## src/design/mtc_pkg.sv

```systemverilog
// ----------------------------------------------------------------------------
// mtc_pkg: shared types and constants of the matrix transposition cipher
// Field widths, register indexes, command codes and the side clamp used by
// the register file, the walk address generator and the top level.
// ----------------------------------------------------------------------------
package mtc_pkg;

  // matrix and buffer sizes
  localparam int MAX_SIDE  = 64;
  localparam int MAX_CELLS = 4096;

  localparam int SIDE_W  = 7;                    // key register width, holds MAX_SIDE
  localparam int COORD_W = $clog2(MAX_SIDE);     // column / row index
  localparam int ADDR_W  = $clog2(MAX_CELLS);    // buffer address
  localparam int CNT_W   = ADDR_W + 1;           // byte count, holds MAX_CELLS
  localparam int DATA_W  = 8;

  // configuration port
  localparam int PADDR_W = 4;
  localparam int PDATA_W = 32;
  localparam int REG_IDX_W = 2;

  localparam logic [REG_IDX_W-1:0] REG_WIDTH  = 2'd0;
  localparam logic [REG_IDX_W-1:0] REG_HEIGHT = 2'd1;
  localparam logic [REG_IDX_W-1:0] REG_MODE   = 2'd2;

  // item commands
  localparam logic CMD_PUSH = 1'b0;
  localparam logic CMD_PULL = 1'b1;

  typedef logic [SIDE_W-1:0] side_t;

  typedef struct packed {
    side_t width;
    side_t height;
    logic  decipher;
  } mtc_cfg_t;

  typedef struct packed {
    logic              command;
    logic [DATA_W-1:0] data_in;
    logic              stream_end;
  } mtc_in_t;

  typedef struct packed {
    logic [DATA_W-1:0] data_out;
    logic              out_valid;
    logic              block_last;
    logic              rejected;
  } mtc_out_t;

  // block parameters handed to the walk generator at block close
  typedef struct packed {
    side_t            width;
    side_t            height;
    logic             decipher;
    logic [CNT_W-1:0] count;
    logic [CNT_W-1:0] cells;
  } mtc_walk_cfg_t;

  // one buffer-to-buffer move issued by the walk generator
  typedef struct packed {
    logic              valid;
    logic [ADDR_W-1:0] rd_addr;
    logic [ADDR_W-1:0] wr_addr;
  } mtc_walk_step_t;

  // a key of zero acts as one, a key above MAX_SIDE acts as MAX_SIDE
  function automatic side_t clamp_side(input side_t v);
    side_t r;
    r = v;
    if (v == '0) begin
      r = side_t'(1);
    end else if (v > side_t'(MAX_SIDE)) begin
      r = side_t'(MAX_SIDE);
    end
    return r;
  endfunction

endpackage

```

## src/design/mtc_cfg_regs.sv

```systemverilog
// ----------------------------------------------------------------------------
// mtc_cfg_regs: configuration register file
// Holds the matrix width, matrix height and decipher mode behind an APB-style
// port. Writes land in the access phase, reads return the stored value.
// ----------------------------------------------------------------------------
module mtc_cfg_regs (
  input  logic                          clk_i,
  input  logic                          rst_ni,
  input  logic                          psel,
  input  logic                          penable,
  input  logic                          pwrite,
  input  logic [mtc_pkg::PADDR_W-1:0]   paddr,
  input  logic [mtc_pkg::PDATA_W-1:0]   pwdata,
  output logic [mtc_pkg::PDATA_W-1:0]   prdata,
  output logic                          pready,
  output mtc_pkg::mtc_cfg_t             cfg_o
);
  import mtc_pkg::*;

  mtc_cfg_t              cfg_q, cfg_d;
  logic                  wr_en;
  logic [REG_IDX_W-1:0]  reg_idx;

  assign pready  = 1'b1;
  assign reg_idx = paddr[PADDR_W-1:2];
  assign wr_en   = psel && penable && pwrite;

  // register write decode
  always_comb begin
    cfg_d = cfg_q;
    if (wr_en) begin
      unique case (reg_idx)
        REG_WIDTH:  cfg_d.width    = pwdata[SIDE_W-1:0];
        REG_HEIGHT: cfg_d.height   = pwdata[SIDE_W-1:0];
        REG_MODE:   cfg_d.decipher = pwdata[0];
        default:    cfg_d = cfg_q;
      endcase
    end
  end

  always_ff @(posedge clk_i or negedge rst_ni) begin
    if (!rst_ni) begin
      cfg_q.width    <= side_t'(8);
      cfg_q.height   <= side_t'(8);
      cfg_q.decipher <= 1'b0;
    end else begin
      cfg_q <= cfg_d;
    end
  end

  // register read decode
  always_comb begin
    unique case (reg_idx)
      REG_WIDTH:  prdata = PDATA_W'(cfg_q.width);
      REG_HEIGHT: prdata = PDATA_W'(cfg_q.height);
      REG_MODE:   prdata = PDATA_W'(cfg_q.decipher);
      default:    prdata = '0;
    endcase
  end

  assign cfg_o = cfg_q;

endmodule

```

## config.mk

```make
export PLATFORM = sky130hd
export DESIGN_NAME = mtc_cfg_regs
export DESIGN_NICKNAME = d
export VERILOG_FILES = /design/src/design/mtc_pkg.sv /design/src/design/mtc_cfg_regs.sv
export SDC_FILE = /design/constraint.sdc
export NUM_CORES = 1
export LEC_CHECK = 0
export ABC_AREA = 1
export BUFFER_PORTS_ARGS = -buffer_cell sky130_fd_sc_hd__clkbuf_2
export CAP_MARGIN = 15
export CORE_MARGIN = 10
export CORE_UTILIZATION = 26
export DETAILED_ROUTE_END_ITERATION = 6
export SYNTH_ARGS = -nofsm -noshare
export SYNTH_HDL_FRONTEND = slang
export SYNTH_SLANG_ARGS = --single-unit
```

## constraint.sdc

```tcl
create_clock -name clk_i -period 1.3 [get_ports clk_i]
set_input_delay 0.13 -clock clk_i [delete_from_list [all_inputs] [get_ports clk_i]]
set_output_delay 0.13 -clock clk_i [all_outputs]
set_load 0.005 [all_outputs]
```

Word level (Yosys, flattened, before mapping)
Cells that the tools add are included.
- ROM bits: 0
- bits in latches: 0
- memories: 0
- register bits after elaboration: 15
- bits of input ports: 41
- bits in writable memories: 0
- logic and storage cells: 12
- output and inout port bits: 48
- divide/modulo/power cells: 0
- muxes and demuxes: 1
- shifts and indexed selects: 0
- multipliers: 0
- eq/ne operators: 2
- magnitude comparators: 0
- $add $sub $neg: 0
- reductions and logical operators: 6
- bitwise gates (word level): 0
- operators by type and width (kind ; number):
    $pmux W7 S3 ; 1
    $reduce_and A2 Y1 ; 3
    $eq A2 B1 Y1 const B ; 1
    $eq A2 B2 Y1 const B ; 1
    $logic_and A1 B1 Y1 ; 2
    $logic_not A2 Y1 ; 1

Logic depth before layout (Yosys ltp)
Gate-level depths: netlist of the first run.
- word-level depth: 3
- mapped depth: 6
- mapped depth without buffers: 6

Worst setup path before layout of the first run
No wires, ideal clock.
- path kind: reg-to-output
- start: reg cfg_q, in the netlist cfg_o[11]
- end: out prdata[3] in the netlist's numbering
- cell stages (with the launch flop): 3
- required time: 1.170 ns
- setup slack: 0.518 ns
- arrival: 0.652 ns
- buffers on the path: 0
- path through: dfstp_2 -> nand2_1 -> nand2_1
- word-level cells in the longest chain between the ends: 1
- RTL lines (what ; line ; RTL):
    start: declaration ; mtc_cfg_regs.sv:20 ; mtc_cfg_t cfg_q, cfg_d;
    start signal: assignment ; mtc_cfg_regs.sv:47 ; cfg_q <= cfg_d;
    $pmux W7 S3 ; mtc_cfg_regs.sv:53 ; unique case (reg_idx)
    end: declaration ; mtc_cfg_regs.sv:14 ; output logic [mtc_pkg::PDATA_W-1:0] prdata,
No other way between the ends.

Worst setup path in the final report of the first run
- start: reg cfg_q, in the netlist cfg_o[4]
- end: out prdata[3] in the netlist's numbering
The elaborated chain is that of the path after synthesis.

==> results.cfg, run 1 <==
[timing]
grt_setup_unrepaired = no
period_share_pct = 90.7
drv_slew = 0
fin_worst_skew_ns = 0
min_period_ns = 1.18
setup_viol = 0
hold_viol_final = 0
max_freq_mhz = 848
fin_tns_setup_ns = 0

[clock_tree]
clock-root-buffer = clkbuf_4
h-tree-depth = 1
cts_sinks = 15
clk_pin_slew_ns = 0.10
clock_latency_ns = 0.27
tritoncts = built
cts_buffer_depth = 2
cts_buffers = 3
cts_resized = 0

[grt]
grt_max_degree = 16
grt_pass1_wl_um = 3970
grt_pass1_vias = 798
antenna_found_initial = 0
track_usage_pct = 7.99
grt-ovfl-total = 0

[die]
die_w_um = 79.8
boundaryPins = 89
rows = 21
initial_utilization_pct = 27.4
core_area_um2 = 3390
die_h_um = 79.8
dieArea_um2 = 6360

[critical_path]
crit_buf_inv = 1
worstPathMaxFanout = 3
crit_chain = nand2_1 -> nand2_1 -> clkbuf_2
critPathMostFrequentCell = nand2_1
crit_path_end_kind = output pin
worst_setup_path_start_kind = register
crit_family = flip-flops
crit_path_max_incr_delay_ns = 0.55
path_class = reg2out
critPathArrivalTime_ns = 1.05
cp.required_ns = 1.17
crit_slowest_cell = dfstp_2

[yosys]
synth_warnings = 0
syn_inst = 126
ys_top_cells_by_area = dfrtp_1 (35%), nand2_1 (27%), buf_4 (21%)
mappedNetlistArea_um2 = 928
synth_cell_types = 12
synth-seq-cells = 15
synth.yosys.seq_area_share_pct = 40.7
postSynthAreaPerCell_um2 = 7.37
synth_top_area_cell = dfrtp_1
synth_top_area_share_pct = 35.0

[place]
io_buffers = 35
place.gp.congestion = 0.749
dp.cells = 206
placed_area_um2 = 1060
hpwlAfterDp_um = 2160

[finish]
fin_area_um2 = 1100
nets = 207
final_cells = 211
largest_reg_flops = 15
layout_common_cells = nand2_1 (68), clkbuf_2 (35), conb_1 (26)
layout_commonest_cell = nand2_1
num_antenna_cells = 0
drive_gt1_share_pct = 30.9
seq_area_um2 = 378
nFillCells = 378
multi_input_area_um2 = 430
areaGrowthSynthToFinish_pct = 18.6

[routing]
detail_route.wl_per_cell_um = 12.1
drt-vias-per-instance = 3.78
ant_nets = 0
drc_errors = 0
wirelength_um = 2550
drt_iter0_drc = 20
firstDrtPassIters = 4
vias = 798

[pwr]
leakage_uw = 0.000672
power_density_nw_per_um2 = 1140
ir_drop_mv = 0.420

[worst_hold_path]
hp-class = in2reg

[outcome]
outcome = finished, final reports clean

[run]
cap_violations = 0
[metal layers]
layer	part of all wire [%]	wire, um	vias to the layer above	global-route usage [%]
met5	0	0	-	0
met4	0.67	17	0	3.17
met3	12	295	2	2.93
met2	53	1360	30	14.6
met1	34	877	362	8.05
li1	-	-	404	-
[power breakdown]
part | internal, uW | switching [uW]
Clock | 114 | 153
Sequential | 571 | 71.6
Combinational | 150 | 198
Total | 835 | 422
[tightest hold or removal path, delay by kind of cell]
family                 cells  cell delay [ns]
and+or+nand+nor            2             0.11
buffers and inverters      1             0.09
[synthesized netlist by cell type]
master	n
dfrtp_1	13
conb_1	2
nand3_1	3
nor2_4	3
buf_4	26
inv_2	2
dfstp_2	2
nor2_1	1
inv_1	2
nor2_2	1
nand2_2	3
nand2_1	68
[path summary, 6_finish.rpt]
kind                       startpoint        end  slack (ns)  cells past startpoint
hold / removal              pwdata[3]   cfg_o[4]        0.04                      3
setup / recovery             cfg_o[4]  prdata[3]        0.12                      3
setup reg to reg            cfg_o[11]  cfg_o[11]        0.58                      2
min in group asynchronous      rst_ni  cfg_o[10]        0.30                      2
hold reg to reg              cfg_o[4]   cfg_o[4]        0.48                      2
max in group asynchronous      rst_ni   cfg_o[4]        0.68                      2
[timing repair]
action                                 CTS  global route
endpoints found under the hold margin   13             0
hold buffers                             1             0
buffers inserted                         0             0
[cell families (layout without fill, tap and decap cells)]
family	after synthesis	after routing	synth area share (%)
buffers and inverters	30	45	22.6
DFF	15	15	40.7
other	2	26	0.809
and+or+nand+nor	79	79	35.8
[layout make-up]
cell class	instances	share of cell area (%)
Clock inverter	1	0.455
Inverter	4	1.36
Timing Repair Buffer	37	17.5
Multi-Input combinational cell	105	39.1
Sequential cell	15	34.3
Clock buffer	3	2.05
Tap cell	46	5.23
[stage by stage]
stage | hold WS, ns | worst slack, ns | util [%] | total power [uW]
final | 0.0372 | 0.121 | 32.5 | 1260
after detailed placement | 0.0660 | 0.274 | 31.4 | 1010
after CTS | 0.0375 | 0.110 | 32.5 | 1270
after global placement | 0.0627 | 0.267 | 31.4 | 1000
after floorplan | -0.166 | 0.518 | - | 852
after global routing | 0.0325 | 0.0554 | 32.5 | 1360
(Power assumes the default switching activity.)
==> inputs of run 2 (changes only) <==
--- a/config.mk
+++ b/config.mk
@@ -11,6 +11,7 @@
 export CORE_MARGIN = 10
 export CORE_UTILIZATION = 26
 export DETAILED_ROUTE_END_ITERATION = 6
+export REMOVE_ABC_BUFFERS = 1
 export SYNTH_ARGS = -nofsm -noshare
 export SYNTH_HDL_FRONTEND = slang
 export SYNTH_SLANG_ARGS = --single-unit
==> results.cfg, run 2 (synthesized netlist as in run 1, its figures left out) <==
[clock_tree]
cts_resized = 0
cts_sinks = 15
tritoncts = built
clock_latency_ns = 0.27
clk_pin_slew_ns = 0.08
clock-root-buffer = clkbuf_4
h-tree-depth = 1
cts_buffer_depth = 2
cts_buffers = 3

[timing]
fin_worst_skew_ns = 0
max_freq_mhz = 833
period_share_pct = 92.4
setup_viol = 0
drv_slew = 0
min_period_ns = 1.20
fin_tns_setup_ns = 0
hold_ws_ns = 0.0384
grt_setup_unrepaired = no
hold_viol_final = 0

[die]
boundaryPins = 89
die_h_um = 79.8
die_w_um = 79.8
dieArea_um2 = 6360
core_area_um2 = 3390
initial_utilization_pct = 27.4
rows = 21

[finish]
largest_reg_flops = 15
layout_common_cells = nand2_1 (68), clkbuf_2 (35), conb_1 (26)
utilization_pct = 32.2
areaGrowthSynthToFinish_pct = 17.7
nets = 206
nFillCells = 394
layout_commonest_cell = nand2_1
fin_area_um2 = 1090
drive_gt1_share_pct = 29.9
num_antenna_cells = 0

[pwr]
p_sw_share_pct = 32.2
pwr-share-clk_pct = 20.5
power_density_nw_per_um2 = 1130
combPwrFrac_pct = 27.3
total_power_uw = 1240
p_int_uw = 838
leakage_uw = 0.000664
pwr-share-seq_pct = 52.2
ir_drop_mv = 0.229
p_switching_uw = 398

[grt]
grt-ovfl-total = 0
grt_pass1_vias = 801
antenna_found_initial = 0
grt_pass1_wl_um = 3760
grt_max_degree = 16
track_usage_pct = 7.40

[critical_path]
critPathMostFrequentCell = nand2_1
path_class = reg2out
worstPathMaxFanout = 3
crit_chain = nand2_1 -> nand2_1 -> clkbuf_2
worst_setup_path_start_kind = register
crit_path_end_kind = output pin
crit_slowest_cell = dfstp_2
crit_path_max_incr_delay_ns = 0.56
reg2reg_depth = 2
cp.required_ns = 1.17
critPathArrivalTime_ns = 1.07

[run]
cap_violations = 0

[outcome]
outcome = finished, final reports clean

[routing]
vias = 782
firstDrtPassIters = 4
drc_errors = 0
wirelength_um = 2480
drt-vias-per-instance = 3.72
drt_iter0_drc = 22
ant_nets = 0
detail_route.wl_per_cell_um = 11.8

[place]
io_buffers = 35
place.gp.congestion = 0.693
placed_area_um2 = 1060
hpwlAfterDp_um = 2060

[worst_hold_path]
hold_depth = 3
hp-class = in2reg
run 2: what timing repair did:
item                                   in CTS  in global routing
hold buffers                                1                  0
setup buffers                               0                  0
endpoints found under the hold margin      13                  0
run 2: final cells by class:
type / count / area, um^2 / share of cell area, %
well taps: 46 / 57.6 / 5.27
repair buffers: 36 / 185 / 17.0
multi-input cells: 105 / 430 / 39.4
inverters: 4 / 15.0 / 1.37
clock buffers: 4 / 26.3 / 2.41
flip-flops and latches: 15 / 378 / 34.6
run 2: layer usage:
layer | wire [um] | vias up | track usage, %
met4 | 32 | 0 | 3.17
met3 | 251 | 2 | 2.36
met1 | 826 | 348 | 6.88
li1 | - | 405 | -
met5 | 0 | - | 0
met2 | 1370 | 27 | 14.3
run 2: stage by stage:
| step | setup WS, ns | std cells |
|---|---|---|
| floorplan | 0.518 | 124 |
| global placement | 0.246 | 205 |
| detailed placement | 0.230 | 205 |
| CTS | 0.0863 | 210 |
| global route | 0.0426 | 210 |
| finish | 0.0990 | 210 |
run 2: power by group through the flow:
stage                     Sequential (uW)  Clock [uW]  Combinational (uW)
after global routing                  663         288                 389
final                                 645         254                 337
after CTS                             648         263                 348
after floorplan                       655           0                 140
after global placement                655           0                 340
after detailed placement              656           0                 345
run 2: worst paths after layout:
path,start,to,slack (ns)
max in group asynchronous,rst_ni,cfg_o[11],0.69
setup reg to reg,cfg_o[11],cfg_o[11],0.58
min in group asynchronous,rst_ni,cfg_o[3],0.30
hold reg to reg,cfg_o[4],cfg_o[4],0.48
hold / removal,pwdata[3],cfg_o[11],0.04
setup / recovery,cfg_o[11],prdata[3],0.1
run 2: critical path: cells and delay by family (launching register included):
family	cells	cell delay (ns)
flops	1	0.56
simple gates	2	0.13
buf+inv	1	0.11
