===== src/design/mtc_pkg.sv =====
// ----------------------------------------------------------------------------
// mtc_pkg: shared types and constants of the matrix transposition cipher
// Field widths, register indexes, command codes and the side clamp used by
// the register file, the walk address generator and the top level.
// ----------------------------------------------------------------------------
package mtc_pkg;

  // matrix and buffer sizes
  localparam int MAX_SIDE  = 64;
  localparam int MAX_CELLS = 4096;

  localparam int SIDE_W  = 7;                    // key register width, holds MAX_SIDE
  localparam int COORD_W = $clog2(MAX_SIDE);     // column / row index
  localparam int ADDR_W  = $clog2(MAX_CELLS);    // buffer address
  localparam int CNT_W   = ADDR_W + 1;           // byte count, holds MAX_CELLS
  localparam int DATA_W  = 8;

  // configuration port
  localparam int PADDR_W = 4;
  localparam int PDATA_W = 32;
  localparam int REG_IDX_W = 2;

  localparam logic [REG_IDX_W-1:0] REG_WIDTH  = 2'd0;
  localparam logic [REG_IDX_W-1:0] REG_HEIGHT = 2'd1;
  localparam logic [REG_IDX_W-1:0] REG_MODE   = 2'd2;

  // item commands
  localparam logic CMD_PUSH = 1'b0;
  localparam logic CMD_PULL = 1'b1;

  typedef logic [SIDE_W-1:0] side_t;

  typedef struct packed {
    side_t width;
    side_t height;
    logic  decipher;
  } mtc_cfg_t;

  typedef struct packed {
    logic              command;
    logic [DATA_W-1:0] data_in;
    logic              stream_end;
  } mtc_in_t;

  typedef struct packed {
    logic [DATA_W-1:0] data_out;
    logic              out_valid;
    logic              block_last;
    logic              rejected;
  } mtc_out_t;

  // block parameters handed to the walk generator at block close
  typedef struct packed {
    side_t            width;
    side_t            height;
    logic             decipher;
    logic [CNT_W-1:0] count;
    logic [CNT_W-1:0] cells;
  } mtc_walk_cfg_t;

  // one buffer-to-buffer move issued by the walk generator
  typedef struct packed {
    logic              valid;
    logic [ADDR_W-1:0] rd_addr;
    logic [ADDR_W-1:0] wr_addr;
  } mtc_walk_step_t;

  // a key of zero acts as one, a key above MAX_SIDE acts as MAX_SIDE
  function automatic side_t clamp_side(input side_t v);
    side_t r;
    r = v;
    if (v == '0) begin
      r = side_t'(1);
    end else if (v > side_t'(MAX_SIDE)) begin
      r = side_t'(MAX_SIDE);
    end
    return r;
  endfunction

endpackage


===== src/design/mtc_walk.sv =====
// ----------------------------------------------------------------------------
// mtc_walk: route walk address generator
// Steps column-outer, row-inner over the matrix, one position per cycle,
// keeping (c+r) mod width and the row base as running values. Positions at
// or beyond the loaded count are skipped; each kept one issues a move.
// ----------------------------------------------------------------------------
module mtc_walk (
  input  logic                    clk_i,
  input  logic                    rst_ni,
  input  logic                    start_i,
  input  mtc_pkg::mtc_walk_cfg_t  cfg_i,
  output logic                    busy_o,
  output mtc_pkg::mtc_walk_step_t step_o
);
  import mtc_pkg::*;

  logic                busy_q, busy_d;
  logic [COORD_W-1:0]  col_q, col_d;
  logic [COORD_W-1:0]  row_q, row_d;
  logic [COORD_W-1:0]  colmod_q, colmod_d;
  logic [ADDR_W-1:0]   rowbase_q, rowbase_d;
  logic [CNT_W-1:0]    seq_q, seq_d;
  logic [COORD_W-1:0]  last_col_q, last_col_d;
  logic [COORD_W-1:0]  last_row_q, last_row_d;
  logic [ADDR_W-1:0]   rowtop_q, rowtop_d;
  side_t               width_q, width_d;
  logic                mode_q, mode_d;
  logic [CNT_W-1:0]    count_q, count_d;

  logic [ADDR_W-1:0]   pos;
  logic                take;
  logic [CNT_W-1:0]    rowtop_full;
  side_t               width_m1;
  side_t               height_m1;

  // current walk position and whether it holds a loaded byte
  assign pos  = ADDR_W'(colmod_q) + rowbase_q;
  assign take = busy_q && ({1'b0, pos} < count_q) && (seq_q < count_q);

  always_comb begin
    step_o.valid   = take;
    step_o.rd_addr = mode_q ? seq_q[ADDR_W-1:0] : pos;
    step_o.wr_addr = mode_q ? pos : seq_q[ADDR_W-1:0];
  end

  // start values: top row base is width*height - width
  assign rowtop_full = cfg_i.cells - CNT_W'(cfg_i.width);
  assign width_m1    = cfg_i.width - side_t'(1);
  assign height_m1   = cfg_i.height - side_t'(1);

  // sequencer
  always_comb begin
    busy_d     = busy_q;
    col_d      = col_q;
    row_d      = row_q;
    colmod_d   = colmod_q;
    rowbase_d  = rowbase_q;
    seq_d      = seq_q;
    last_col_d = last_col_q;
    last_row_d = last_row_q;
    rowtop_d   = rowtop_q;
    width_d    = width_q;
    mode_d     = mode_q;
    count_d    = count_q;
    if (start_i) begin
      busy_d     = 1'b1;
      col_d      = '0;
      row_d      = '0;
      colmod_d   = '0;
      seq_d      = '0;
      rowtop_d   = rowtop_full[ADDR_W-1:0];
      rowbase_d  = rowtop_full[ADDR_W-1:0];
      last_col_d = width_m1[COORD_W-1:0];
      last_row_d = height_m1[COORD_W-1:0];
      width_d    = cfg_i.width;
      mode_d     = cfg_i.decipher;
      count_d    = cfg_i.count;
    end else if (busy_q) begin
      if (take) begin
        seq_d = seq_q + CNT_W'(1);
      end
      if (row_q == last_row_q) begin
        // next column, back to the top row
        row_d = '0;
        if (col_q == last_col_q) begin
          busy_d = 1'b0;
        end else begin
          col_d     = col_q + COORD_W'(1);
          colmod_d  = col_q + COORD_W'(1);
          rowbase_d = rowtop_q;
        end
      end else begin
        row_d     = row_q + COORD_W'(1);
        colmod_d  = (colmod_q == last_col_q) ? '0 : colmod_q + COORD_W'(1);
        rowbase_d = rowbase_q - ADDR_W'(width_q);
      end
    end
  end

  always_ff @(posedge clk_i or negedge rst_ni) begin
    if (!rst_ni) begin
      busy_q     <= 1'b0;
      col_q      <= '0;
      row_q      <= '0;
      colmod_q   <= '0;
      rowbase_q  <= '0;
      seq_q      <= '0;
      last_col_q <= '0;
      last_row_q <= '0;
      rowtop_q   <= '0;
      width_q    <= '0;
      mode_q     <= 1'b0;
      count_q    <= '0;
    end else begin
      busy_q     <= busy_d;
      col_q      <= col_d;
      row_q      <= row_d;
      colmod_q   <= colmod_d;
      rowbase_q  <= rowbase_d;
      seq_q      <= seq_d;
      last_col_q <= last_col_d;
      last_row_q <= last_row_d;
      rowtop_q   <= rowtop_d;
      width_q    <= width_d;
      mode_q     <= mode_d;
      count_q    <= count_d;
    end
  end

  assign busy_o = busy_q;

endmodule


===== config.mk =====
export PLATFORM = sky130hd
export DESIGN_NAME = mtc_walk
export DESIGN_NICKNAME = d
export VERILOG_FILES = /design/src/design/mtc_pkg.sv /design/src/design/mtc_walk.sv
export SDC_FILE = /design/constraint.sdc
export NUM_CORES = 1
export LEC_CHECK = 0
export ABC_CLOCK_PERIOD_IN_PS = 11900
export BUFFER_PORTS_ARGS = -buffer_cell sky130_fd_sc_hd__buf_2
export CAP_MARGIN = 40
export CELL_PAD_IN_SITES_DETAIL_PLACEMENT = 0
export CELL_PAD_IN_SITES_GLOBAL_PLACEMENT = 1
export CORE_MARGIN = 1
export CORE_UTILIZATION = 49
export CTS_CLUSTER_DIAMETER = 30
export DETAILED_ROUTE_END_ITERATION = 7
export PLACE_DENSITY_LB_ADDON = 0.15
export SYNTH_ARGS = -nofsm -noshare
export SYNTH_HDL_FRONTEND = slang
export SYNTH_SLANG_ARGS = --single-unit

===== constraint.sdc =====
create_clock -name clk_i -period 11.9 [get_ports clk_i]
set_clock_uncertainty 0.05 [all_clocks]
set_input_delay 0.595 -clock clk_i [delete_from_list [all_inputs] [get_ports clk_i]]
set_output_delay 0.595 -clock clk_i [all_outputs]
set_load 0.02 [all_outputs]

# Word level (Yosys, flattened, before mapping)

Index checks and enable logic that the tools add are counted.

Flip-flop bits (word level): 89

$add $sub $neg: 9
$lt $le $gt $ge: 2
Equal/unequal tests: 5
Muxes and demuxes: 24
Reduce and logical (&&, ||, !) cells: 8

Operator list:

| cell                                              | count |
|---|---|
| 2-to-1 mux 12 bit                                 | 6 |
| 2-to-1 mux 6 bit                                  | 11 |
| 2-to-1 mux 13 bit                                 | 3 |
| subtractor 12 x 7 -> 12 bit                       | 2 |
| adder 6 x 1 -> 6 bit (second input constant)      | 3 |
| equality test 6 bit                               | 3 |
| adder 13 x 1 -> 13 bit (second input constant)    | 1 |
| < comparator 12 x 13 -> 1 bit                     | 1 |
| < comparator 13 bit                               | 1 |
| adder 6 x 12 -> 12 bit                            | 1 |
| subtractor 6 x 1 -> 6 bit (second input constant) | 2 |
| nonzero test 2 bit                                | 3 |
| 2-to-1 mux 1 bit                                  | 4 |
| AND reduction 2 bit                               | 2 |
| inequality test 3 bit (second input constant)     | 1 |
| AND reduction 3 bit                               | 1 |
| logical AND 1 bit                                 | 2 |
| inequality test 2 bit (second input constant)     | 1 |

# Depth between registers and ports, before layout

Gate-level depths: netlist of run 1.

Word-level depth: 7
Depth in mapped cells: 18

# Least setup slack after synthesis of run 1

OpenSTA, ideal clock, no wires.

Path type: register to output
From: register colmod_q[0]
To: output port step_o[24] (netlist name)
Arrival: 3829 ps
Data required time: 11255 ps
Setup slack: 7426 ps
Stages on the path, launching flop included: 19
Path buffers: 3
Cells stage by stage: dfrtp_1 ha_1 fa_1 a21o_1 a21oi_1 o21bai_1 a21oi_1 nor2_1 xor2_1 ha_1 a211oi_2 nor3_1 or4b_4 a2111oi_4 nand2_2 buf_6 buf_6 inv_1 buf_4

Longest elaborated chain between the ends: 4

RTL lines:

| what                            | RTL line        | source |
|---|---|---|
| start: declaration              | mtc_walk.sv:20  | `logic [COORD_W-1:0] colmod_q, colmod_d;` |
| start signal: assignment        | mtc_walk.sv:118 | `colmod_q <= colmod_d;` |
| adder 6 x 12 -> 12 bit          | mtc_walk.sv:37  | `assign pos = ADDR_W'(colmod_q) + rowbase_q;` |
| < comparator 12 x 13 -> 1 bit   | mtc_walk.sv:38  | `assign take = busy_q && ({1'b0, pos} < count_q) && (seq_q < count_q);` |
| logical AND 1 bit (2 in series) | mtc_walk.sv:38  |  |
| end: declaration                | mtc_walk.sv:13  | `output mtc_pkg::mtc_walk_step_t step_o` |

No other way between the ends.

==> results.md, run 1 <==
- Multi-input logic area: 3710 um^2
- Register bit total from synthesis: 89
- DP Worst Slack: 6.83 ns
- # DRC: 0
- Placeable Area: 12,200 um^2
- Critical R2R Capture: seq_q[7]
- Largest net degree at the start of global routing: 81
- Complex-gate fraction of the synthesized area: 17.9%
- Yosys top cell area share: 35.6%
- Gpl congestion: 0.884
- CP required: 11.26 ns
- Post-Synth XOR/XNOR Area: 6.87%
- Measured slew at the worst slew-check pin: 0.856 ns
- Setup violations, final: 0
- Post-synth EDFFs: 0
- Final Cycle Share: 45.7%
- Largest area contributor in the netlist: dfrtp_1
- First-pass GRT wire length: 24,300 um
- Most common flop cell mapped by yosys: dfrtp_1
- Syn-to-layout area delta: 12.2%
- Leakage dissipation: 0.00331 uW
- Wire per inst: 16.1 um
- Hold crit path type: input port to async pin
- Post-synth net total: 796
- Clock latency on the worst-skew pair: 0.35 ns
- R2R setup slack: 6.87 ns
- Synthesized cell area: 6250 um^2
- Starting density of the core: 51.2%
- CTS buffer count: 9
- Count leader, synth: dfrtp_1
- Vias in the first global route: 4,965
- Routed wire length: 14,800 um
- Status: completed
- Post-route minimum period: 5.44 ns
- Root Buffer: clkbuf_16
- Antenna Cells: 0
- Number of vias per cell: 5.67
- Mapped Avg Cell Area: 8.93 um^2
- Input/output buffers: 67
- # fillers: 1,134
- Setup ws final: 6.46 ns
- Core Util, Final: 57.4%
- Main combinational cell family by area after synthesis: compound AO/OA/AOI/OAI gates
- Peak supply drop: 56.4 uV
- Syn Inst Count: 700
- Final hold vios: 0
- RSZ-0062 raised after global routing: false
- Clock transition at path regs: 0.06 ns
- Initial DRC Count: 249
- Crit start category: register
- Critical Path Sink Type: output port
- Total gr overflow: 0
- Power per cell area: 168 nW/um^2
- Htree depth: 3
- Adder-cell area share of the yosys netlist: 10.8%
- Total Negative Setup Slacks: 0 ns
- Total GRT Usage: 23.8%
- Largest cells by area after synthesis: dfrtp_1 (36%), ha_1 (9.8%), mux2_2 (6.3%)
- Post-CTS Hold Fix Bufs: 0
- NumNets Final: 846
- Initial antenna violation count: 0
- Yosys Warn Count: 0
- Share of post-route cells with drive strength above 1: 17.7%
- Commonest cells in the netlist: dfrtp_1 (89), nand2_1 (64), o21ai_0 (62)
- CTS resizes: 0
- Slew HR: 42.9%
- FFs w/ async S/R, synth: 100%
- Critical path class: register to output port
- Fmax: 184 MHz
- Critical Path AT: 4.79 ns
- TritonCTS clock tree: done
- DRT antenna net count: 0
- CP Max Fanout: 21
- Die height: 115 um
- Post-synthesis mux area share: 6.63%
- R2r startpoint: colmod_q[0]
- Clock Tree Buf Depth: 2
- Sequential element share of the synthesized area: 35.6%
- Clock sinks: 89
- Setup bufs post-CTS: 0
- Post-synthesis cell type count: 59
- Simple-gate portion of the synthesized area: 17.2%
- Core Rows: 40
- DIE AREA: 13,200 um^2
- FF+latch area: 2230 um^2
- Die Wd: 115 um
- Max-slew violation count: 0
- Vias: 5,223
- I/O Pins: 70
- R2R depth: 16
- Max-capacitance violation count: 0
- First drt pass iteration count: 4
- Dpl hpwl: 11,000 um
power breakdown:
part           internal, uW  switching [uW]  total, uW
clock network           193             117        310
registers               347            57.3        404
logic                   204             261        465
routing by layer:
layer | vias to the layer above | global-route usage [%] | wire length (um)
li1 | 2608 | - | -
met1 | 2477 | 31.4 | 7110
met2 | 124 | 40.6 | 6980
met3 | 14 | 2.64 | 537
met4 | 0 | 8.05 | 190
met5 | - | 0 | 0
metrics by stage:
step | hold WS, ns | area, um^2 | total power [uW] | instances
2_1_floorplan | 0.249 | 6250 | 750 | 700
3_3_place_gp | 0.413 | 6700 | 854 | 907
3_5_place_dp | 0.418 | 6700 | 872 | 907
4_1_cts | 0.0985 | 7010 | 1190 | 921
5_1_grt | 0.130 | 7010 | 1260 | 921
6_report | 0.0926 | 7010 | 1180 | 921
cells in the final DEF (no fill, tap or decap), types with 5 or more instances in the layout:
cell       synthesis  routed
a211oi_1           5       5
a21o_1            10      10
a21oi_1           41      41
a31oi_1            5       5
and3_1            11      11
buf_2              1      65
buf_4              1       7
clkbuf_16          0       9
dfrtp_1           89      89
ha_1              49      49
inv_1             43      43
mux2_2            35      35
nand2_1           64      64
nand2b_1           7       7
nand3_1           28      28
nand4_1            9       9
nor2_1            47      47
nor2b_1            6       6
nor3_1            12      12
nor3b_1            6       6
nor4_1             6       6
o211ai_1           6       6
o21a_1             7       7
o21ai_0           62      62
or2_2              5       5
or3_1              8       8
or4_1              6       6
xnor2_1           29      29
xor2_1            20      20
state kept, by name (all words and copies together) (netlist names), 6 cells and up:
register    cells
rowtop_q       12
colmod_q        6
col_q           6
seq_q          13
row_q           6
count_q        13
width_q         7
rowbase_q      12
last_row_q      6
last_col_q      6
critical path: stages (launching register included):
cell       delay (ns)
dfrtp_1          0.44
ha_1             0.26
fa_1             0.40
a21o_1           0.17
a21oi_1          0.23
o21bai_1         0.09
a21oi_1          0.30
nor2_1           0.10
xor2_1           0.34
ha_1             0.34
a211oi_2         0.18
nor3_1           0.08
or4b_4           0.50
a2111oi_4        0.40
nand2_2          0.32
inv_1            0.11
buf_2            0.17
how the worst max path moves through the flow:
| stage | to | slack (ns) | cells after the start | start |
|---|---|---|---|---|
| after detailed placement | step_o[24] | 6.83 | 16 | colmod_q[0] |
| after floorplan | step_o[24] | 7.43 | 18 | colmod_q[0] |
| after global placement | step_o[24] | 6.94 | 16 | colmod_q[0] |
| after CTS | step_o[24] | 6.44 | 16 | colmod_q[0] |
| final | step_o[24] | 6.46 | 16 | colmod_q[0] |
| after global routing | step_o[24] | 6.24 | 16 | colmod_q[0] |
area by class of cell:
cell class                 count  share of cell area, %
sequential                    89                   31.8
timing repair buffer          72                   5.39
inverter                      44                   2.36
multi-input combinational    534                   53.0
clock inverter                 3                  0.928
tap                          168                   3.00
clock buffer                  11                   3.60
cells by family after synthesis:
logic type / after synthesis
buf+inv: 77
compound gates: 176
flops: 89
xor+xnor: 49
fa+ha+maj: 52
simple gates: 220
mux: 37
No activity file was read; power rests on OpenSTA's default activity.
==> inputs of run 2 (changes only) <==
--- a/config.mk
+++ b/config.mk
@@ -5,13 +5,13 @@
 export SDC_FILE = /design/constraint.sdc
 export NUM_CORES = 1
 export LEC_CHECK = 0
-export ABC_CLOCK_PERIOD_IN_PS = 11900
+export ABC_CLOCK_PERIOD_IN_PS = 4700
 export BUFFER_PORTS_ARGS = -buffer_cell sky130_fd_sc_hd__buf_2
 export CAP_MARGIN = 40
 export CELL_PAD_IN_SITES_DETAIL_PLACEMENT = 0
 export CELL_PAD_IN_SITES_GLOBAL_PLACEMENT = 1
 export CORE_MARGIN = 1
-export CORE_UTILIZATION = 49
+export CORE_UTILIZATION = 41
 export CTS_CLUSTER_DIAMETER = 30
 export DETAILED_ROUTE_END_ITERATION = 7
 export PLACE_DENSITY_LB_ADDON = 0.15
==> constraint.sdc (replaced) <==
create_clock -name clk_i -period 4.7 [get_ports clk_i]
set_clock_uncertainty 0.05 [all_clocks]
set_input_delay 0.235 -clock clk_i [delete_from_list [all_inputs] [get_ports clk_i]]
set_output_delay 0.235 -clock clk_i [all_outputs]
set_load 0.02 [all_outputs]
==> run 2 against run 1 <==
The flow now finishes with violations (design-rule violations). Setup slack worse by 6.3 ns. Critical path type unchanged. Sequential share of layout area down 0.50 points. Non-clock buffer count is 13 higher. Highest routed layer unchanged. Global-route usage fell by 3.0 points.
==> results.md, run 2 (synthesis gave the netlist of run 1 again) <==
- Placed Cells: 930 (+2.5%)
- Logic pwr share: 41.4% (+1.9 points)
- Power Internal: 1800 uW (+140%)
- Multi-input logic area: 3720 um^2 (+0.27%)
- Peak supply drop: 210 uV (+270%)
- Largest regs: count_q: 13 flops, seq_q: 13 flops
- Leakage dissipation: 0.00336 uW (+1.6%)
- Total gr overflow: 0 (unchanged)
- DIE AREA: 15,700 um^2 (+19%)
- Crit path cell chain: ha_1 > fa_2 > a21o_1 > a21oi_2 > o21bai_1 > a21oi_2 > nor2_1 > xor2_1 > ha_1 > a211oi_2 > nor3_1 > or4b_4 > a2111oi_4 > nand2_2 > buf_4 > inv_1 > buf_2
- Final hold vios: 0 (unchanged)
- Wire per inst: 16.4 um (+2.1%)
- Critical path class: register to output port
- Gpl congestion: 0.803 (-9.1%)
- Number of vias per cell: 5.56 (-2.0%)
- Clock transition at path regs: 0.07 ns (about the same)
- Clock sinks: 89 (unchanged)
- TritonCTS clock tree: done
- Clock latency on the worst-skew pair: 0.36 ns (about the same)
- Syn-to-layout area delta: 14.0%
- FF+latch area: 2230 um^2 (unchanged)
- DRT antenna net count: 0 (unchanged)
- CP Max Fanout: 5 (-76%)
- Share of post-route cells with drive strength above 1: 19.5% (+1.9 points)
- # fillers: 1,402 (+24%)
- Final Cycle Share: 96.9%
- Die height: 125 um (+9.2%)
- Htree depth: 3 (unchanged)
- Measured slew at the worst slew-check pin: 0.907 ns (+0.0507 ns)
- Sw Share: 39.6% (+2.6 points)
- CTS buffer count: 9 (unchanged)
- Input/output buffers: 67 (unchanged)
- Initial antenna violation count: 0 (unchanged)
- P_sw: 1180 uW (+170%)
- Starting density of the core: 42.5% (-8.7 points)
- Failing checks: design-rule violations
- Clock group share of total power: 24.5% (-1.8 points)
- Status: finished with violations
- Routed wire length: 15,600 um (+5.5%)
- NumNets Final: 859 (+1.5%)
- Fmax: 219 MHz
- Max incr delay on CP: 0.49 ns (about the same)
- Power per cell area: 419 nW/um^2 (+150%)
- Initial DRC Count: 301 (+21%)
- Max-slew violation count: 0 (unchanged)
- Root Buffer: clkbuf_16
- Sequential Power Share: 34.1% (about the same)
- Placeable Area: 14,700 um^2 (+20%)
- Slew HR: 39.1% (-3.8 points)
- Core Util, Final: 48.5% (-9.0 points)
- Post-route minimum period: 4.56 ns
- Die Wd: 125 um (+9.2%)
- First drt pass iteration count: 7 (+3)
- CP required: 4.41 ns (-6.85 ns)
- I/O Pins: 70 (unchanged)
- Antenna Cells: 0 (unchanged)
- Most common cell after layout, fill and taps aside: dfrtp_1
- Vias: 5,289 (+1.3%)
- Vias in the first global route: 5,211 (+5.0%)
- # DRC: 9 (+9)
- Setup violations, final: 0 (unchanged)
- Worst path buffer plus inverter count: 3 (+1)
- Max-capacitance violation count: 0 (unchanged)
- Critical Path Sink Type: output port
- Hold crit path type: input port to register
- Most frequent cells in the layout: dfrtp_1 (89), buf_2 (65), nand2_1 (64)
- Clock Tree Buf Depth: 2 (unchanged)
- Core Rows: 44 (+10%)
- Crit start category: register
- Cell family with the largest share of critical-path delay: compound AO/OA/AOI/OAI gates
- Total GRT Usage: 20.7% (-3.0 points)
- First-pass GRT wire length: 26,000 um (+7.1%)
- Critical Path AT: 4.27 ns (-0.52 ns)
- Dpl hpwl: 11,400 um (+3.5%)
- Largest net degree at the start of global routing: 73 (-9.9%)
- Slowest CP cell: or4b_4
- Post-route insts no fill: 952 (+3.4%)
## run 2: cell types whose count changed in the layout (fill, tap and decap cells not counted), sizes merged
cell         previous run  this run
dlygate4sd3             0         1
clkinvlp                0         1
clkbuf                 11         9
clkinv                  2         1
inv                    43        49
bufinv                  2         0
buf                    72        84
## run 2: area by class of cell
class	instances	area share [%]
multi-input combinational	534	52.3
sequential	89	31.3
timing repair buffer	85	6.81
tap	184	3.23
clock buffer	9	3.16
inverter	44	2.32
clock inverter	7	0.948
## run 2: tightest hold or removal path, stage by stage
cell and delay (ns):
buf_2 0.08, nand2_1 0.04, o21ai_0 0.05
## run 2: path summary, 6_finish.rpt
path | start | endpoint | slack, ns | cells past startpoint
setup / recovery | rowbase_q[0] | step_o[24] | 0.14 | 17
hold / removal | cfg_i[17] | count_q[4] | 0.03 | 3
setup reg to reg | rowbase_q[0] | seq_q[11] | 0.28 | 17
hold reg to reg | rowtop_q[9] | rowtop_q[9] | 0.44 | 1
max in group asynchronous | rst_ni | width_q[1] | 3.17 | 3
min in group asynchronous | rst_ni | count_q[8] | 0.41 | 2
## run 2: stage by stage
step	hold WS (ns)	TNS (ns)	setup slack, ns	power, uW	cell area, um^2
after floorplan	-0.111	0	0.498	1900	6250
after global placement	0.265	0	0.211	2190	6760
after detailed placement	0.279	0	0.0854	2230	6780
after CTS	0.0259	0	0.0290	2980	7090
after global routing	0.0496	-0.0444	-0.0444	3190	7130
final	0.0342	0	0.144	2990	7130
## run 2: power by group through the flow
stage	registers, uW	clock network, uW	logic (uW)
after floorplan	975	0	925
after global placement	1030	0	1160
after detailed placement	1030	0	1200
after CTS	1020	750	1210
after global routing	1040	777	1380
final	1020	731	1240
## run 2: per-layer routing
metal | global-route usage [%] | vias up | routed length [um]
met5 | 0 | - | 0
met4 | 8.75 | 0 | 340
met2 | 32.7 | 115 | 7040
li1 | - | 2623 | -
met1 | 28.8 | 2531 | 7750
met3 | 2.27 | 20 | 502
## run 2: timing repair
item / 4_1_cts / 5_1_grt
cloned: 0 / 0
hold endpoints to repair: 49 / 0
pin swaps: 1 / 4
hold buffers: 1 / 0
buffers inserted: 1 / 4
setup endpoints to repair: 1 / 7
gates resized for setup: 0 / 3
==> inputs of run 3 (changes only) <==
--- a/config.mk
+++ b/config.mk
@@ -14,7 +14,7 @@
 export CORE_UTILIZATION = 41
 export CTS_CLUSTER_DIAMETER = 30
 export DETAILED_ROUTE_END_ITERATION = 7
-export PLACE_DENSITY_LB_ADDON = 0.15
+export PLACE_DENSITY = 0.77
 export SYNTH_ARGS = -nofsm -noshare
 export SYNTH_HDL_FRONTEND = slang
 export SYNTH_SLANG_ARGS = --single-unit
==> run 3 against run 2 <==
Highest routed layer unchanged. Fmax up 2.0%. The run still ends with design-rule violations left. Worst hold slack better by 0.0083 ns. Clock-buffer cell count up 1. Via count up 0.61%.
==> results.md, run 3 (synthesis gave the netlist of run 1 again) <==
- Placed Cells: 927 (-0.32%)
- Clock latency on the worst-skew pair: 0.36 ns (about the same)
- Wire per inst: 16.1 um (-1.6%)
- Critical path class: register to output port
- Post-route insts no fill: 957 (+0.53%)
- Hold crit path type: input port to register
- Placeable Area: 14,700 um^2 (unchanged)
- Critical Path Sink Type: output port
- Post-route minimum period: 4.47 ns (-0.0894 ns)
- Power per cell area: 419 nW/um^2 (-0.10%)
- Die Wd: 125 um (unchanged)
- TritonCTS clock tree: done
- Share of post-route cells with drive strength above 1: 20.1% (+0.52 points)
- CP required: 4.41 ns (about the same)
- Vias in the first global route: 5,113 (-1.9%)
- RSZ-0062 raised after global routing: false
- NumNets Final: 864 (+0.58%)
- Crit start category: register
- Slew HR: 40.9% (+1.8 points)
- CP Max Fanout: 5 (unchanged)
- Die height: 125 um (unchanged)
- Fmax: 224 MHz (+2.0%)
- Setup violations, final: 0 (unchanged)
- Total Negative Setup Slacks: 0 ns (unchanged)
- Gpl congestion: 0.873 (+8.7%)
- CTS buffer count: 9 (unchanged)
- I/O Pins: 70 (unchanged)
- Vias: 5,321 (+0.61%)
- Leakage dissipation: 0.00338 uW (+0.65%)
- Largest regs: count_q: 13 flops, seq_q: 13 flops
- Htree depth: 3 (unchanged)
- DRT antenna net count: 0 (unchanged)
- Dpl hpwl: 11,300 um (-0.45%)
- Measured slew at the worst slew-check pin: 0.880 ns (-0.0269 ns)
- Peak supply drop: 242 uV (+15%)
- # fillers: 1,410 (+0.57%)
- Failing checks: design-rule violations
- Clock transition at path regs: 0.07 ns (about the same)
- Status: finished with violations
- Antenna Cells: 0 (unchanged)
- Routed wire length: 15,500 um (-1.1%)
- Root Buffer: clkbuf_16
- Total gr overflow: 0 (unchanged)
- Clock sinks: 89 (unchanged)
- Core Rows: 44 (unchanged)
- Critical Path AT: 4.18 ns (-0.09 ns)
- Number of vias per cell: 5.56 (about the same)
- Max-slew violation count: 0 (unchanged)
- First drt pass iteration count: 8 (+1)
- # DRC: 10 (+1)
- Final Cycle Share: 95.0% (-1.9 points)
- R2R setup slack: 0.33 ns (+0.05 ns)
- Starting density of the core: 42.5% (unchanged)
- Initial antenna violation count: 0 (unchanged)
- Max-capacitance violation count: 0 (unchanged)
- Most frequent cells in the layout: dfrtp_1 (89), buf_2 (65), nand2_1 (64)
- Clock Tree Buf Depth: 2 (unchanged)
- Most common cell after layout, fill and taps aside: dfrtp_1
- Syn-to-layout area delta: 14.6%
- Largest net degree at the start of global routing: 71 (-2.7%)
- Input/output buffers: 67 (unchanged)
- Total GRT Usage: 20.5% (-0.18 points)
- Initial DRC Count: 324 (+7.6%)
- DIE AREA: 15,700 um^2 (unchanged)
- First-pass GRT wire length: 25,700 um (-1.3%)
- Final hold vios: 0 (unchanged)
run 3: cell types whose count changed in the layout (fill, tap and decap cells not counted):
cell	before	now
inv_8	3	0
inv_6	3	2
buf_4	18	22
nand2_4	0	1
clkinv_4	0	3
clkbuf_8	0	1
run 3: worst paths after layout:
| kind | startpoint | end | depth (start not counted) |
|---|---|---|---|
| max | rowbase_q[0] | step_o[24] | 17 |
| min | cfg_i[25] | count_q[12] | 3 |
| max reg2reg | rowbase_q[0] | seq_q[7] | 17 |
| min reg2reg | rowtop_q[6] | rowtop_q[6] | 2 |
| max in group asynchronous | rst_ni | col_q[4] | 3 |
| min in group asynchronous | rst_ni | count_q[9] | 2 |
run 3: final cells by class:
type	instances	area, um^2	share of cell area (%)
repair buffers	89	515	7.20
clock buffers	10	239	3.34
inverters	44	165	2.31
flip-flops and latches	89	2230	31.1
clock inverters	6	51.3	0.716
well taps	184	230	3.21
multi-input cells	535	3740	52.1
run 3: where the power goes:
part / internal, uW / switching [uW] / total (uW)
clock: 380 / 334 / 714
combinational: 576 / 689 / 1270
sequential: 877 / 143 / 1020
run 3: stage by stage:
stage | area (um^2) | hold WS [ns] | utilization [%] | power, uW | setup slack [ns]
2_1_floorplan | 6250 | -0.111 | - | 1900 | 0.498
3_3_place_gp | 6750 | 0.155 | 45.9 | 2180 | 0.245
3_5_place_dp | 6750 | 0.159 | 45.9 | 2220 | 0.161
4_1_cts | 7060 | 0.0326 | 48.0 | 2950 | 0.0220
5_1_grt | 7160 | 0.0406 | 48.7 | 3210 | 0.0343
6_report | 7160 | 0.0425 | 48.7 | 3000 | 0.234
run 3: what timing repair did:
item                                    4_1_cts  5_1_grt
hold buffers                                  1        0
resized for setup                             1        3
gates cloned                                  0        1
endpoints found under the hold margin        32        0
pin swaps                                     1        3
endpoints found under the setup margin        1        2
buffers inserted                              1       10
run 3: routing by layer:
metal	global-route usage [%]	vias to the layer above	wire length (um)
li1	-	2635	-
met1	28.0	2544	7530
met2	33.7	127	7100
met5	0	-	0
met3	2.27	15	567
met4	7.46	0	259
run 3: worst max-delay path, stage by stage (launching register included):
cell	delay (ns)
dfrtp_1	0.41
ha_1	0.22
fa_2	0.36
a21o_1	0.18
a21oi_2	0.18
o21bai_1	0.10
a21oi_2	0.18
nor2_1	0.07
xor2_1	0.21
ha_1	0.30
a211oi_2	0.20
nor3_1	0.08
or4b_4	0.49
a2111oi_4	0.36
nand2_4	0.12
buf_4	0.18
inv_1	0.04
buf_2	0.16
